### src/rtl/assert_macros.svh
// ----------------------------------------------------------------------------
// assert_macros.svh
// Short forms for the concurrent checks used in this block.
// ----------------------------------------------------------------------------
`ifndef ASSERT_MACROS_SVH
`define ASSERT_MACROS_SVH

// same-cycle implication, disabled during reset
`define ASSERT_IMPL(name, clk, rst_n, ante, cons) \
	name: assert property (@(posedge clk) disable iff (!rst_n) (ante) |-> (cons)) \
		else $error("same-cycle implication failed");

// next-cycle implication, disabled during reset
`define ASSERT_NEXT(name, clk, rst_n, ante, cons) \
	name: assert property (@(posedge clk) disable iff (!rst_n) (ante) |=> (cons)) \
		else $error("next-cycle implication failed");

`endif

### src/rtl/dnle_pkg.sv
// ----------------------------------------------------------------------------
// dnle_pkg
// Shared types and constants of the name label encoder.
// ----------------------------------------------------------------------------
package dnle_pkg;

	localparam logic [7:0] CH_END = 8'h00;
	localparam logic [7:0] CH_DOT = 8'h2e;

	localparam logic [1:0] STATUS_OK         = 2'd0;
	localparam logic [1:0] STATUS_NAME_LONG  = 2'd1;
	localparam logic [1:0] STATUS_LABEL_LONG = 2'd2;

	typedef enum logic [1:0] {
		ST_IDLE,
		ST_EMIT,
		ST_STATUS
	} dnle_state_t;

	typedef struct packed {
		logic accept;
		logic step;
		logic push_status;
	} dnle_cmd_t;

	typedef struct packed {
		logic is_zero;
		logic is_dot;
		logic dot_emits;
		logic end_ok;
		logic byte_completes;
		logic byte_final;
		logic out_free;
	} dnle_stat_t;

endpackage

### src/rtl/dnle_ram.sv
// ----------------------------------------------------------------------------
// dnle_ram
// Generic single-write, single-read RAM with registered read data.
// ----------------------------------------------------------------------------
module dnle_ram #(
	parameter int WIDTH = 8,
	parameter int DEPTH = 63
) (
	input  logic                                     clk,
	input  logic                                     wr_en,
	input  logic [((DEPTH > 1) ? $clog2(DEPTH) : 1)-1:0] wr_addr,
	input  logic [WIDTH-1:0]                         wr_data,
	input  logic                                     rd_en,
	input  logic [((DEPTH > 1) ? $clog2(DEPTH) : 1)-1:0] rd_addr,
	output logic [WIDTH-1:0]                         rd_data
);

	logic [WIDTH-1:0] mem_q [DEPTH];
	logic [WIDTH-1:0] rd_data_q;

	always_ff @(posedge clk) begin
		if (wr_en) begin
			mem_q[wr_addr] <= wr_data;
		end
		if (rd_en) begin
			rd_data_q <= mem_q[rd_addr];
		end
	end

	assign rd_data = rd_data_q;

endmodule

### src/rtl/dnle_ctrl.sv
// ----------------------------------------------------------------------------
// dnle_ctrl
// Controller: takes characters, runs label emission and the status result.
// ----------------------------------------------------------------------------
module dnle_ctrl import dnle_pkg::*; (
	input  logic       clk,
	input  logic       arst_n,
	input  logic       in_valid,
	output logic       in_stall,
	input  dnle_stat_t stat,
	output dnle_cmd_t  cmd
);

	dnle_state_t state_q;
	dnle_state_t state_next;

	always_ff @(posedge clk or negedge arst_n) begin
		if (!arst_n) begin
			state_q <= ST_IDLE;
		end else begin
			state_q <= state_next;
		end
	end

	always_comb begin
		state_next = state_q;
		cmd        = '0;
		in_stall   = 1'b1;
		unique case (state_q)
			ST_IDLE: begin
				in_stall = 1'b0;
				if (in_valid) begin
					cmd.accept = 1'b1;
					if (stat.is_zero) begin
						state_next = stat.end_ok ? ST_EMIT : ST_STATUS;
					end else if (stat.is_dot && stat.dot_emits) begin
						state_next = ST_EMIT;
					end
				end
			end
			ST_EMIT: begin
				// hold while a finished pair cannot enter the output register
				if (!(stat.byte_completes && !stat.out_free)) begin
					cmd.step = 1'b1;
					if (stat.byte_final) begin
						state_next = ST_IDLE;
					end
				end
			end
			ST_STATUS: begin
				if (stat.out_free) begin
					cmd.push_status = 1'b1;
					state_next      = ST_IDLE;
				end
			end
			default: begin
				state_next = ST_IDLE;
			end
		endcase
	end

endmodule

### src/rtl/dnle_dp.sv
// ----------------------------------------------------------------------------
// dnle_dp
// Datapath: label buffer, length counters, byte sequencer and output register.
// ----------------------------------------------------------------------------
module dnle_dp import dnle_pkg::*; #(
	parameter int MAX_LABEL = 63,
	parameter int MAX_NAME  = 253
) (
	input  logic       clk,
	input  logic       arst_n,
	input  logic [7:0] ch,
	input  dnle_cmd_t  cmd,
	output dnle_stat_t stat,
	output logic       out_valid,
	input  logic       out_stall,
	output logic [7:0] byte_first,
	output logic [7:0] byte_second,
	output logic [1:0] byte_count,
	output logic       name_done,
	output logic [1:0] status,
	output logic       last
);

	localparam int LW = $clog2(MAX_LABEL + 1);
	localparam int NW = $clog2(MAX_NAME + 2);
	localparam int JW = $clog2(MAX_LABEL + 2);
	localparam int AW = (MAX_LABEL > 1) ? $clog2(MAX_LABEL) : 1;

	logic [LW-1:0] label_len_q;
	logic [NW-1:0] name_chars_q;
	logic          label_err_q;
	logic          done_q;
	logic [JW-1:0] idx_q;
	logic [1:0]    status_q;
	logic [7:0]    half_q;
	logic          out_valid_q;
	logic [7:0]    first_q;
	logic [7:0]    second_q;
	logic [1:0]    count_q;
	logic          done_out_q;
	logic [1:0]    status_out_q;
	logic          last_q;

	logic [NW-1:0] name_inc;
	logic [1:0]    end_status;
	logic [JW-1:0] len_j;
	logic [JW-1:0] last_idx;
	logic [7:0]    cur_byte;
	logic          label_room;
	logic          is_zero;
	logic          is_dot;
	logic          byte_final;
	logic          byte_completes;
	logic          out_load;
	logic          wr_en;
	logic          rd_en;
	logic [7:0]    rd_data;

	assign is_zero    = (ch == CH_END);
	assign is_dot     = (ch == CH_DOT);
	assign name_inc   = (name_chars_q <= NW'(MAX_NAME)) ? name_chars_q + NW'(1) : name_chars_q;
	assign label_room = (label_len_q < LW'(MAX_LABEL));

	always_comb begin
		if (name_chars_q > NW'(MAX_NAME)) begin
			end_status = STATUS_NAME_LONG;
		end else if (label_err_q) begin
			end_status = STATUS_LABEL_LONG;
		end else begin
			end_status = STATUS_OK;
		end
	end

	// byte stream: length byte, label characters, then the closing zero at the end of a name
	assign len_j    = JW'(label_len_q);
	assign last_idx = len_j + JW'(done_q);

	always_comb begin
		if (idx_q == '0) begin
			cur_byte = 8'(label_len_q);
		end else if (idx_q <= len_j) begin
			cur_byte = rd_data;
		end else begin
			cur_byte = 8'h00;
		end
	end

	assign byte_final     = (idx_q == last_idx);
	assign byte_completes = idx_q[0] | byte_final;

	assign stat.is_zero        = is_zero;
	assign stat.is_dot         = is_dot;
	assign stat.dot_emits      = (name_inc <= NW'(MAX_NAME)) && !label_err_q;
	assign stat.end_ok         = (end_status == STATUS_OK);
	assign stat.byte_completes = byte_completes;
	assign stat.byte_final     = byte_final;
	assign stat.out_free       = !out_valid_q || !out_stall;

	assign wr_en    = cmd.accept && !is_zero && !is_dot && label_room;
	assign rd_en    = cmd.step && (idx_q < len_j);
	assign out_load = (cmd.step && byte_completes) || cmd.push_status;

	dnle_ram #(
		.WIDTH (8),
		.DEPTH (MAX_LABEL)
	) u_label_ram (
		.clk     (clk),
		.wr_en   (wr_en),
		.wr_addr (AW'(label_len_q)),
		.wr_data (ch),
		.rd_en   (rd_en),
		.rd_addr (AW'(idx_q)),
		.rd_data (rd_data)
	);

	always_ff @(posedge clk or negedge arst_n) begin
		if (!arst_n) begin
			label_len_q  <= '0;
			name_chars_q <= '0;
			label_err_q  <= 1'b0;
			done_q       <= 1'b0;
			idx_q        <= '0;
			out_valid_q  <= 1'b0;
		end else begin
			if (cmd.accept) begin
				if (is_zero) begin
					if (end_status == STATUS_OK) begin
						idx_q  <= '0;
						done_q <= 1'b1;
					end else begin
						label_len_q  <= '0;
						name_chars_q <= '0;
						label_err_q  <= 1'b0;
					end
				end else if (is_dot) begin
					name_chars_q <= name_inc;
					if (stat.dot_emits) begin
						idx_q  <= '0;
						done_q <= 1'b0;
					end else begin
						label_len_q <= '0;
					end
				end else begin
					name_chars_q <= name_inc;
					if (label_room) begin
						label_len_q <= label_len_q + LW'(1);
					end else begin
						label_err_q <= 1'b1;
					end
				end
			end
			if (cmd.step) begin
				if (byte_final) begin
					label_len_q <= '0;
					if (done_q) begin
						name_chars_q <= '0;
						label_err_q  <= 1'b0;
					end
				end else begin
					idx_q <= idx_q + JW'(1);
				end
			end
			if (out_load) begin
				out_valid_q <= 1'b1;
			end else if (!out_stall) begin
				out_valid_q <= 1'b0;
			end
		end
	end

	always_ff @(posedge clk) begin
		if (cmd.accept && is_zero) begin
			status_q <= end_status;
		end
		if (cmd.step && !byte_completes) begin
			half_q <= cur_byte;
		end
		if (cmd.step && byte_completes) begin
			if (idx_q[0]) begin
				first_q  <= half_q;
				second_q <= cur_byte;
				count_q  <= 2'd2;
			end else begin
				first_q  <= cur_byte;
				second_q <= 8'h00;
				count_q  <= 2'd1;
			end
			done_out_q   <= byte_final && done_q;
			status_out_q <= STATUS_OK;
			last_q       <= byte_final;
		end else if (cmd.push_status) begin
			first_q      <= 8'h00;
			second_q     <= 8'h00;
			count_q      <= 2'd0;
			done_out_q   <= 1'b1;
			status_out_q <= status_q;
			last_q       <= 1'b1;
		end
	end

	assign out_valid   = out_valid_q;
	assign byte_first  = first_q;
	assign byte_second = second_q;
	assign byte_count  = count_q;
	assign name_done   = done_out_q;
	assign status      = status_out_q;
	assign last        = last_q;

endmodule

### src/rtl/dns_name_label_encoder_core.sv
// ----------------------------------------------------------------------------
// dns_name_label_encoder_core
// Encodes a dotted host name, one character per transfer and ended by a zero
// byte, into length-prefixed labels packed two bytes per output transfer. An
// ordinary character is taken without a stall and is written into the label
// buffer while the label has room. A dot or the end byte then holds the input
// while each encoded byte is produced in turn (length byte, label characters
// and, at the end of a name, the closing zero), since the label buffer has a
// single read port read one byte a cycle; each finished pair waits only when
// the output register is still occupied. A dot after an error is taken
// without a stall and emits nothing. An end byte after an error holds the
// input until the output register is free and yields a single status-only
// transfer; the receiver then discards the bytes that name produced earlier.
// ----------------------------------------------------------------------------
`include "assert_macros.svh"

module dns_name_label_encoder_core import dnle_pkg::*; #(
	parameter int MAX_LABEL = 63,
	parameter int MAX_NAME  = 253
) (
	input  logic       clk,
	input  logic       arst_n,
	input  logic       in_valid,
	output logic       in_stall,
	input  logic [7:0] ch,
	output logic       out_valid,
	input  logic       out_stall,
	output logic [7:0] byte_first,
	output logic [7:0] byte_second,
	output logic [1:0] byte_count,
	output logic       name_done,
	output logic [1:0] status,
	output logic       last
);

	dnle_cmd_t  cmd;
	dnle_stat_t stat;

	dnle_ctrl u_ctrl (
		.clk      (clk),
		.arst_n   (arst_n),
		.in_valid (in_valid),
		.in_stall (in_stall),
		.stat     (stat),
		.cmd      (cmd)
	);

	dnle_dp #(
		.MAX_LABEL (MAX_LABEL),
		.MAX_NAME  (MAX_NAME)
	) u_dp (
		.clk         (clk),
		.arst_n      (arst_n),
		.ch          (ch),
		.cmd         (cmd),
		.stat        (stat),
		.out_valid   (out_valid),
		.out_stall   (out_stall),
		.byte_first  (byte_first),
		.byte_second (byte_second),
		.byte_count  (byte_count),
		.name_done   (name_done),
		.status      (status),
		.last        (last)
	);

	// a result without bytes only ever carries an error status at the end of a name
	`ASSERT_IMPL(a_empty_is_error, clk, arst_n, out_valid && (byte_count == 2'd0), name_done && (status != STATUS_OK))
	// the end of a name is always the last result of its character
	`ASSERT_IMPL(a_done_is_last, clk, arst_n, out_valid && name_done, last)
	// an accepted end byte never lets the next character in on the following cycle
	`ASSERT_NEXT(a_end_blocks_input, clk, arst_n, in_valid && !in_stall && (ch == CH_END), in_stall)

endmodule

### config.mk
export PLATFORM = sky130hd
export DESIGN_NAME = dns_name_label_encoder_core
export DESIGN_NICKNAME = d
export VERILOG_FILES = /design/src/rtl/dnle_pkg.sv /design/src/rtl/dnle_ram.sv /design/src/rtl/dnle_ctrl.sv /design/src/rtl/dnle_dp.sv /design/src/rtl/dns_name_label_encoder_core.sv
export VERILOG_INCLUDE_DIRS = /design/src /design/src/rtl
export SDC_FILE = /design/constraint.sdc
export NUM_CORES = 1
export LEC_CHECK = 0
export BUFFER_PORTS_ARGS = -buffer_cell sky130_fd_sc_hd__buf_2
export CAP_MARGIN = 30
export CORE_UTILIZATION = 50
export DETAILED_ROUTE_END_ITERATION = 8
export PLACE_DENSITY_LB_ADDON = 0.05
export SLEW_MARGIN = 20
export SYNTH_ARGS = -nofsm -noshare
export SYNTH_HDL_FRONTEND = slang
export SYNTH_SLANG_ARGS = --single-unit
export TNS_END_PERCENT = 50
### constraint.sdc
create_clock -name clk -period 8.9 [get_ports clk]
set_clock_uncertainty 0.2 [all_clocks]
set_input_delay 0.445 -clock clk [delete_from_list [all_inputs] [get_ports clk]]
set_output_delay 0.445 -clock clk [all_outputs]
set_load 0.05 [all_outputs]
; Yosys cells after proc, flatten, opt, wreduce, memory -nomap -nowiden
; Memories as Yosys holds them, arrays and structs flattened. A register that Yosys moved wholly into a read port is not among the register bits.
; Index checks and enable logic that the tools add are counted.
[word_totals]
register_bits = 58
ramBits = 504
out_inout_bits = 24
word_cells = 135
memories = 1
[mem_list]
columns = name, depth, width, rd, rd_ports_with_merged_regs, write_ports, line_no
row1 = u_dp.u_label_ram.mem_q, 63, 8, 1, 1, 1, dnle_ram.sv:18  ; logic [WIDTH-1:0] mem_q [DEPTH];
[op_classes]
addsub = 4
order_cmp = 6
n_eq_ne = 11
mux = 68
n_bitwise = 1
n_reduce_logical = 29
[ops]
columns = cell, n
row1 = 8-bit 2-to-1 mux, 14
row2 = 7-bit 2-to-1 mux, 7
row3 = 6-bit 2-to-1 mux, 8
row4 = 1-bit 2-to-1 mux, 26
row5 = 2-bit 2-to-1 mux, 12
row6 = "8-bit less-or-equal comparator, second input constant", 2
row7 = 1-bit logical AND, 11
row8 = "8-bit by 1-bit adder with 8-bit output, second input constant", 1
row9 = "8-bit by 6-bit == test with 1-bit output, second input constant", 1
row10 = "8-bit > comparator, second input constant", 1
row11 = 8-bit logical NOT, 1
row12 = 6-bit by 1-bit adder with 7-bit output, 1
row13 = "7-bit by 1-bit adder with 7-bit output, second input constant", 1
row14 = 7-bit == test, 1
row15 = 7-bit by 6-bit less-or-equal comparator with 1-bit output, 1
row16 = 1-bit logical NOT, 7
row17 = 7-bit logical NOT, 1
row18 = 7-bit by 6-bit less-than comparator with 1-bit output, 1
row19 = "6-bit by 1-bit adder with 6-bit output, second input constant", 1
row20 = "6-bit less-than comparator, second input constant", 1
row21 = "2-bit by 1-bit != test with 1-bit output, second input constant", 3
row22 = "2-bit != test, second input constant", 3
row23 = 2-bit one-hot mux with 3 select lines, 1
row24 = 2-bit nonzero test, 3
row25 = 8 further kinds, 10

; Logic depth before layout (Yosys ltp)
[logic_depth]
word_depth = 10
depth_mapped = 12
mapped_depth_nobuf = 8

; Modules after synthesis
; Synthesis repeated with hierarchy kept, for this count alone.
[hier_totals]
cells_unflattened = 1301
hier_area_um2 = 23276.1
[by_module_without_submodules]
columns = module, instances, cells_per_inst, area_per_inst_um2, seq_area_each_um2
row1 = dnle_ram, 1, 949, 19886.6, 15374.7
row2 = dnle_dp, 1, 334, 3239.4, 1541.5
row3 = dnle_ctrl, 1, 18, 150.1, 50.0

; Worst setup path after synthesis
; Ideal clock, no wire load.
[synth_timing]
path_kind = reg2reg
start = reg u_dp.label_len_q[0]
end = reg u_dp.u_label_ram.rd_data_q[0] (netlist: u_dp.u_label_ram.rd_data[0]) (read register of u_dp.u_label_ram.mem_q), enable pin
setup_ns = 0.325
arrival_time_ns = 2.733
setup_slack_ns = 5.642
stages_incl_launch_ff = 10
path_buffers = 1
cell_sequence = dfrtp_1 ha_1 ha_1 nand2b_1 and3_1 a211o_1 o211a_1 buf_2 nor3_1 o211a_1
[synth_between]
elab_chain_cells = 7
[synth_lines]
columns = element, line_no
row1 = from (decl), dnle_dp.sv:29  ; logic [LW-1:0] label_len_q;
row2 = from (signal assigned), dnle_dp.sv:146  ; label_len_q <= label_len_q + LW'(1);
row3 = 6-bit by 1-bit adder with 7-bit output, dnle_dp.sv:76  ; assign last_idx = len_j + JW'(done_q);
row4 = 7-bit == test, dnle_dp.sv:88  ; assign byte_final = (idx_q == last_idx);
row5 = 1-bit bitwise OR, dnle_dp.sv:89  ; assign byte_completes = idx_q[0] | byte_final;
row6 = 1-bit logical AND, dnle_ctrl.sv:43  ; if (!(stat.byte_completes && !stat.out_free)) begin
row7 = 1-bit 2-to-1 mux, dnle_ctrl.sv:43
row8 = 1-bit 2-to-1 mux, dnle_ctrl.sv:29  ; unique case (state_q)
row9 = 1-bit logical AND (*), dnle_dp.sv:100  ; assign rd_en = cmd.step && (idx_q < len_j);
row10 = named net u_dp.rd_en, dnle_dp.sv:56  ; logic rd_en;
row11 = to (decl), dnle_ram.sv:19  ; logic [WIDTH-1:0] rd_data_q;
; Mark *: on every way through the listed nets, which the timed path passes. The rest lies on a longest branch.
; A chain may end at the register's enable or synchronous reset.

; Worst setup path after layout
[layout_timing]
start = reg u_dp.idx_q[0]
end = reg u_dp.u_label_ram.rd_data_q[3] (netlist: u_dp.u_label_ram.rd_data[3]) (read register of u_dp.u_label_ram.mem_q), data pin
[layout_between]
elab_chain_cells = 6
[layout_lines]
columns = element, line_no
row1 = from (decl), dnle_dp.sv:33  ; logic [JW-1:0] idx_q;
row2 = from (signal assigned), dnle_dp.sv:160  ; idx_q <= idx_q + JW'(1);
row3 = 7-bit == test, dnle_dp.sv:88
row4 = 1-bit bitwise OR, dnle_dp.sv:89
row5 = 1-bit logical AND, dnle_ctrl.sv:43
row6 = 1-bit 2-to-1 mux, dnle_ctrl.sv:43
row7 = 1-bit 2-to-1 mux, dnle_ctrl.sv:29
row8 = 1-bit logical AND, dnle_dp.sv:100
; Parallel ways exist; a longest one is shown, timed or not.

==> metrics.txt <==
drt pass-1 iters=6; Worst Setup Start Kind=flop; Layout area overhead=11.37%; Skew-Pair Late Insertion Delay=630 ps; Fin. Hold Viols=0; final total power=7.899 mW; # Max-Cap Violations=0; Worst path slowest cell=dfrtp_4; EDFF count, synth=542; HPWL Detailed=31.89 mm; Final Wtd Congestion=0.8040; largest net degree at the start of global routing=108; Synth Warn #=0; via/cell ratio=6.110; run status=finished, final reports clean; WHS=37.43 ps; Yosys reg bits=570; Root Driver=clkbuf_16; Final Slew Violations=0; placeable core area=0.04567 mm^2; clk slew on worst S/H paths=60 ps; most frequent cells in the layout=edfxtp_1 (542), mux4_2 (137), nor2_1 (90); Leakage=8.399 nW; Routed WL=53.50 mm; Resized Gates After CTS=0; Die Width=217.9 um; synth unique cells=77; endpoints failing setup=0; CTS tree=done; unrepaired setup endpoints after global routing=no; average size of a mapped cell=19.32 um^2; Primary FF master, synth=edfxtp_1; Pwr Density=304.4 mW/mm^2; sequential-to-total area share from yosys stat=72.81%; Tot GR Track Use=23.50%; die area=0.04747 mm^2; cell breakdown of the critical path=buf_4 -> buf_4 -> mux4_2 -> mux4_2 -> nor2b_1 -> a211oi_1 -> a21oi_1; commonest non-fill, non-tap cell in the layout=edfxtp_1; Tcrit/Tclk final=48.76%; DRC violations left=0; initial detailed-routing violation count=1271; Req. time, crit path=9060 ps; vias in the first global route=11690; fraction of layout cells with a size suffix above 1=22.73%; via count=11680; DR WL/cell=28.00 um; post-synthesis cell area=0.02330 mm^2; fmax=0.2305 GHz; max incr delay on CP=870 ps; cell family with most CP delay=buffers and inverters; CP max FO=36; TritonCTS Buffers=58; Peak VDD IR=0.0003247 V; global-route wire length before repair=79.42 mm; H-tree Lvls=2; Antenna Nets Post-Route=0; final design utilization=56.82%; setup TNS=0 ps; Hold Path Class=in2reg; critical path capture point type=flop; clock period minus final worst setup slack=4339 ps; crit path DAT=4500 ps; Crit Path Class=reg2reg; # nets final=1287; port bufs=35; syn nets=1232; clk buf depth=3; # rows=78; die height=217.9 um; Gate Count Post-Synth=1206; # IOs=36; initial antenna violation count=2; GR Overflow Total=0; Post-synth ARST share=4.561%; Bufs and invs on worst path=2; Tightest Pin Transition=1004 ps; Initial Util=51.02%; clock tree sinks=570; ANT cells=0; Slew HR=32.80%
-- cell type report --
cell class	count	area (um^2)
clock buffers	69	1514
fillers	3446	19720
inverters	15	56.30
multi-input cells	556	5956
repair buffers	60	384.1
clock inverters	41	312.8
well taps	600	750.7
flip-flops and latches	570	16980
-- synthesized netlist by cell type (3+ instances only) --
cell	n	area share, %
nand3_1	16	0.34
o311a_1	3	0.13
a22o_1	6	0.23
nand4_1	10	0.27
nor3b_1	4	0.13
and2_1	13	0.35
o211ai_1	4	0.13
nor3_1	6	0.13
mux4_1	15	1.7
mux4_2	137	13
buf_6	3	0.14
o31ai_1	4	0.13
a21oi_1	20	0.43
clkbuf_1	24	0.39
and3_1	9	0.24
nor2_1	90	1.4
inv_1	14	0.23
mux2i_1	19	0.82
o31a_1	3	0.11
or3_1	8	0.21
nor2b_1	9	0.24
o21ai_0	30	0.64
dfrtp_1	26	2.8
edfxtp_1	542	70
nand2b_1	6	0.16
o22ai_1	12	0.32
nand2_1	45	0.72
a211oi_1	6	0.19
buf_2	24	0.52
and4_1	4	0.15
a31oi_1	8	0.21
xnor2_1	4	0.15
buf_1	11	0.18
or4_1	3	0.097
xor2_1	3	0.11
ha_1	14	0.75
-- stage by stage --
step                      setup WS, ps  cell area, um^2  std cells
after detailed placement          4503            24070       1795
after global placement            4491            24060       1794
after floorplan                   5642            23300       1206
after CTS                         4466            25920       1907
after global routing              4335            25950       1911
final                             4561            25950       1911
-- where the power goes --
group	internal (mW)	switching, mW
clock network	1.33	1.03
logic	0.977	1.29
registers	3.11	0.168
-- state kept, by name, indices dropped and copies added, names as in the netlist --
signal,cells
u_ctrl.state_q,2
u_dp.byte_count,2
u_dp.byte_first,8
u_dp.byte_second,8
u_dp.done_q,1
u_dp.half_q,8
u_dp.idx_q,7
u_dp.label_err_q,1
u_dp.label_len_q,6
u_dp.last,1
u_dp.name_chars_q,8
u_dp.name_done,1
u_dp.out_valid,1
u_dp.status,2
u_dp.status_q,2
u_dp.u_label_ram.mem_q,504
u_dp.u_label_ram.rd_data,8
-- layer usage --
metal	global-route usage, %	vias to the layer above	part of all wire [%]
met5	0	-	0
met4	8.625	0	3.2
met3	3.821	85	7.1
met2	35.48	425	46
met1	34.80	6068	44
li1	-	5098	-
-- final timing paths --
kind / startpoint / to / slack, ps / cells after the start
max in group asynchronous: arst_n / u_dp.idx_q[0] / 7800 / 2
min in group asynchronous: arst_n / u_dp.name_chars_q[6] / 200 / 2
worst max register to register: u_dp.idx_q[0] / u_dp.u_label_ram.rd_data[3] / 4560 / 7
worst min register to register: u_dp.status_q[1] / u_dp.status[1] / 290 / 2
worst max-delay path: u_dp.idx_q[0] / u_dp.u_label_ram.rd_data[3] / 4560 / 7
worst min-delay path: ch[4] / u_dp.u_label_ram.mem_q[1][4] / 40 / 1
-- what timing repair did --
item                                    in CTS  in global routing
buffers inserted                             0                  0
endpoints found under the hold margin       27                  0
hold buffers                                 2                  0
endpoints found under the setup margin       0                  0
-- cells by family (layout without fill, tap and decap cells) --
logic type | count (synthesis) | in the layout | share of synthesized area [%]
adder cells (fa/ha/maj) | 14 | 14 | 0.7518
flip-flops | 570 | 570 | 72.81
XOR/XNOR | 7 | 7 | 0.2631
AO/OA/AOI/OAI | 123 | 123 | 3.566
buffers and inverters | 80 | 185 | 1.627
multiplexers | 171 | 171 | 15.75
AND/OR/NAND/NOR | 241 | 241 | 5.230
Power figures use the tool's default switching activity.
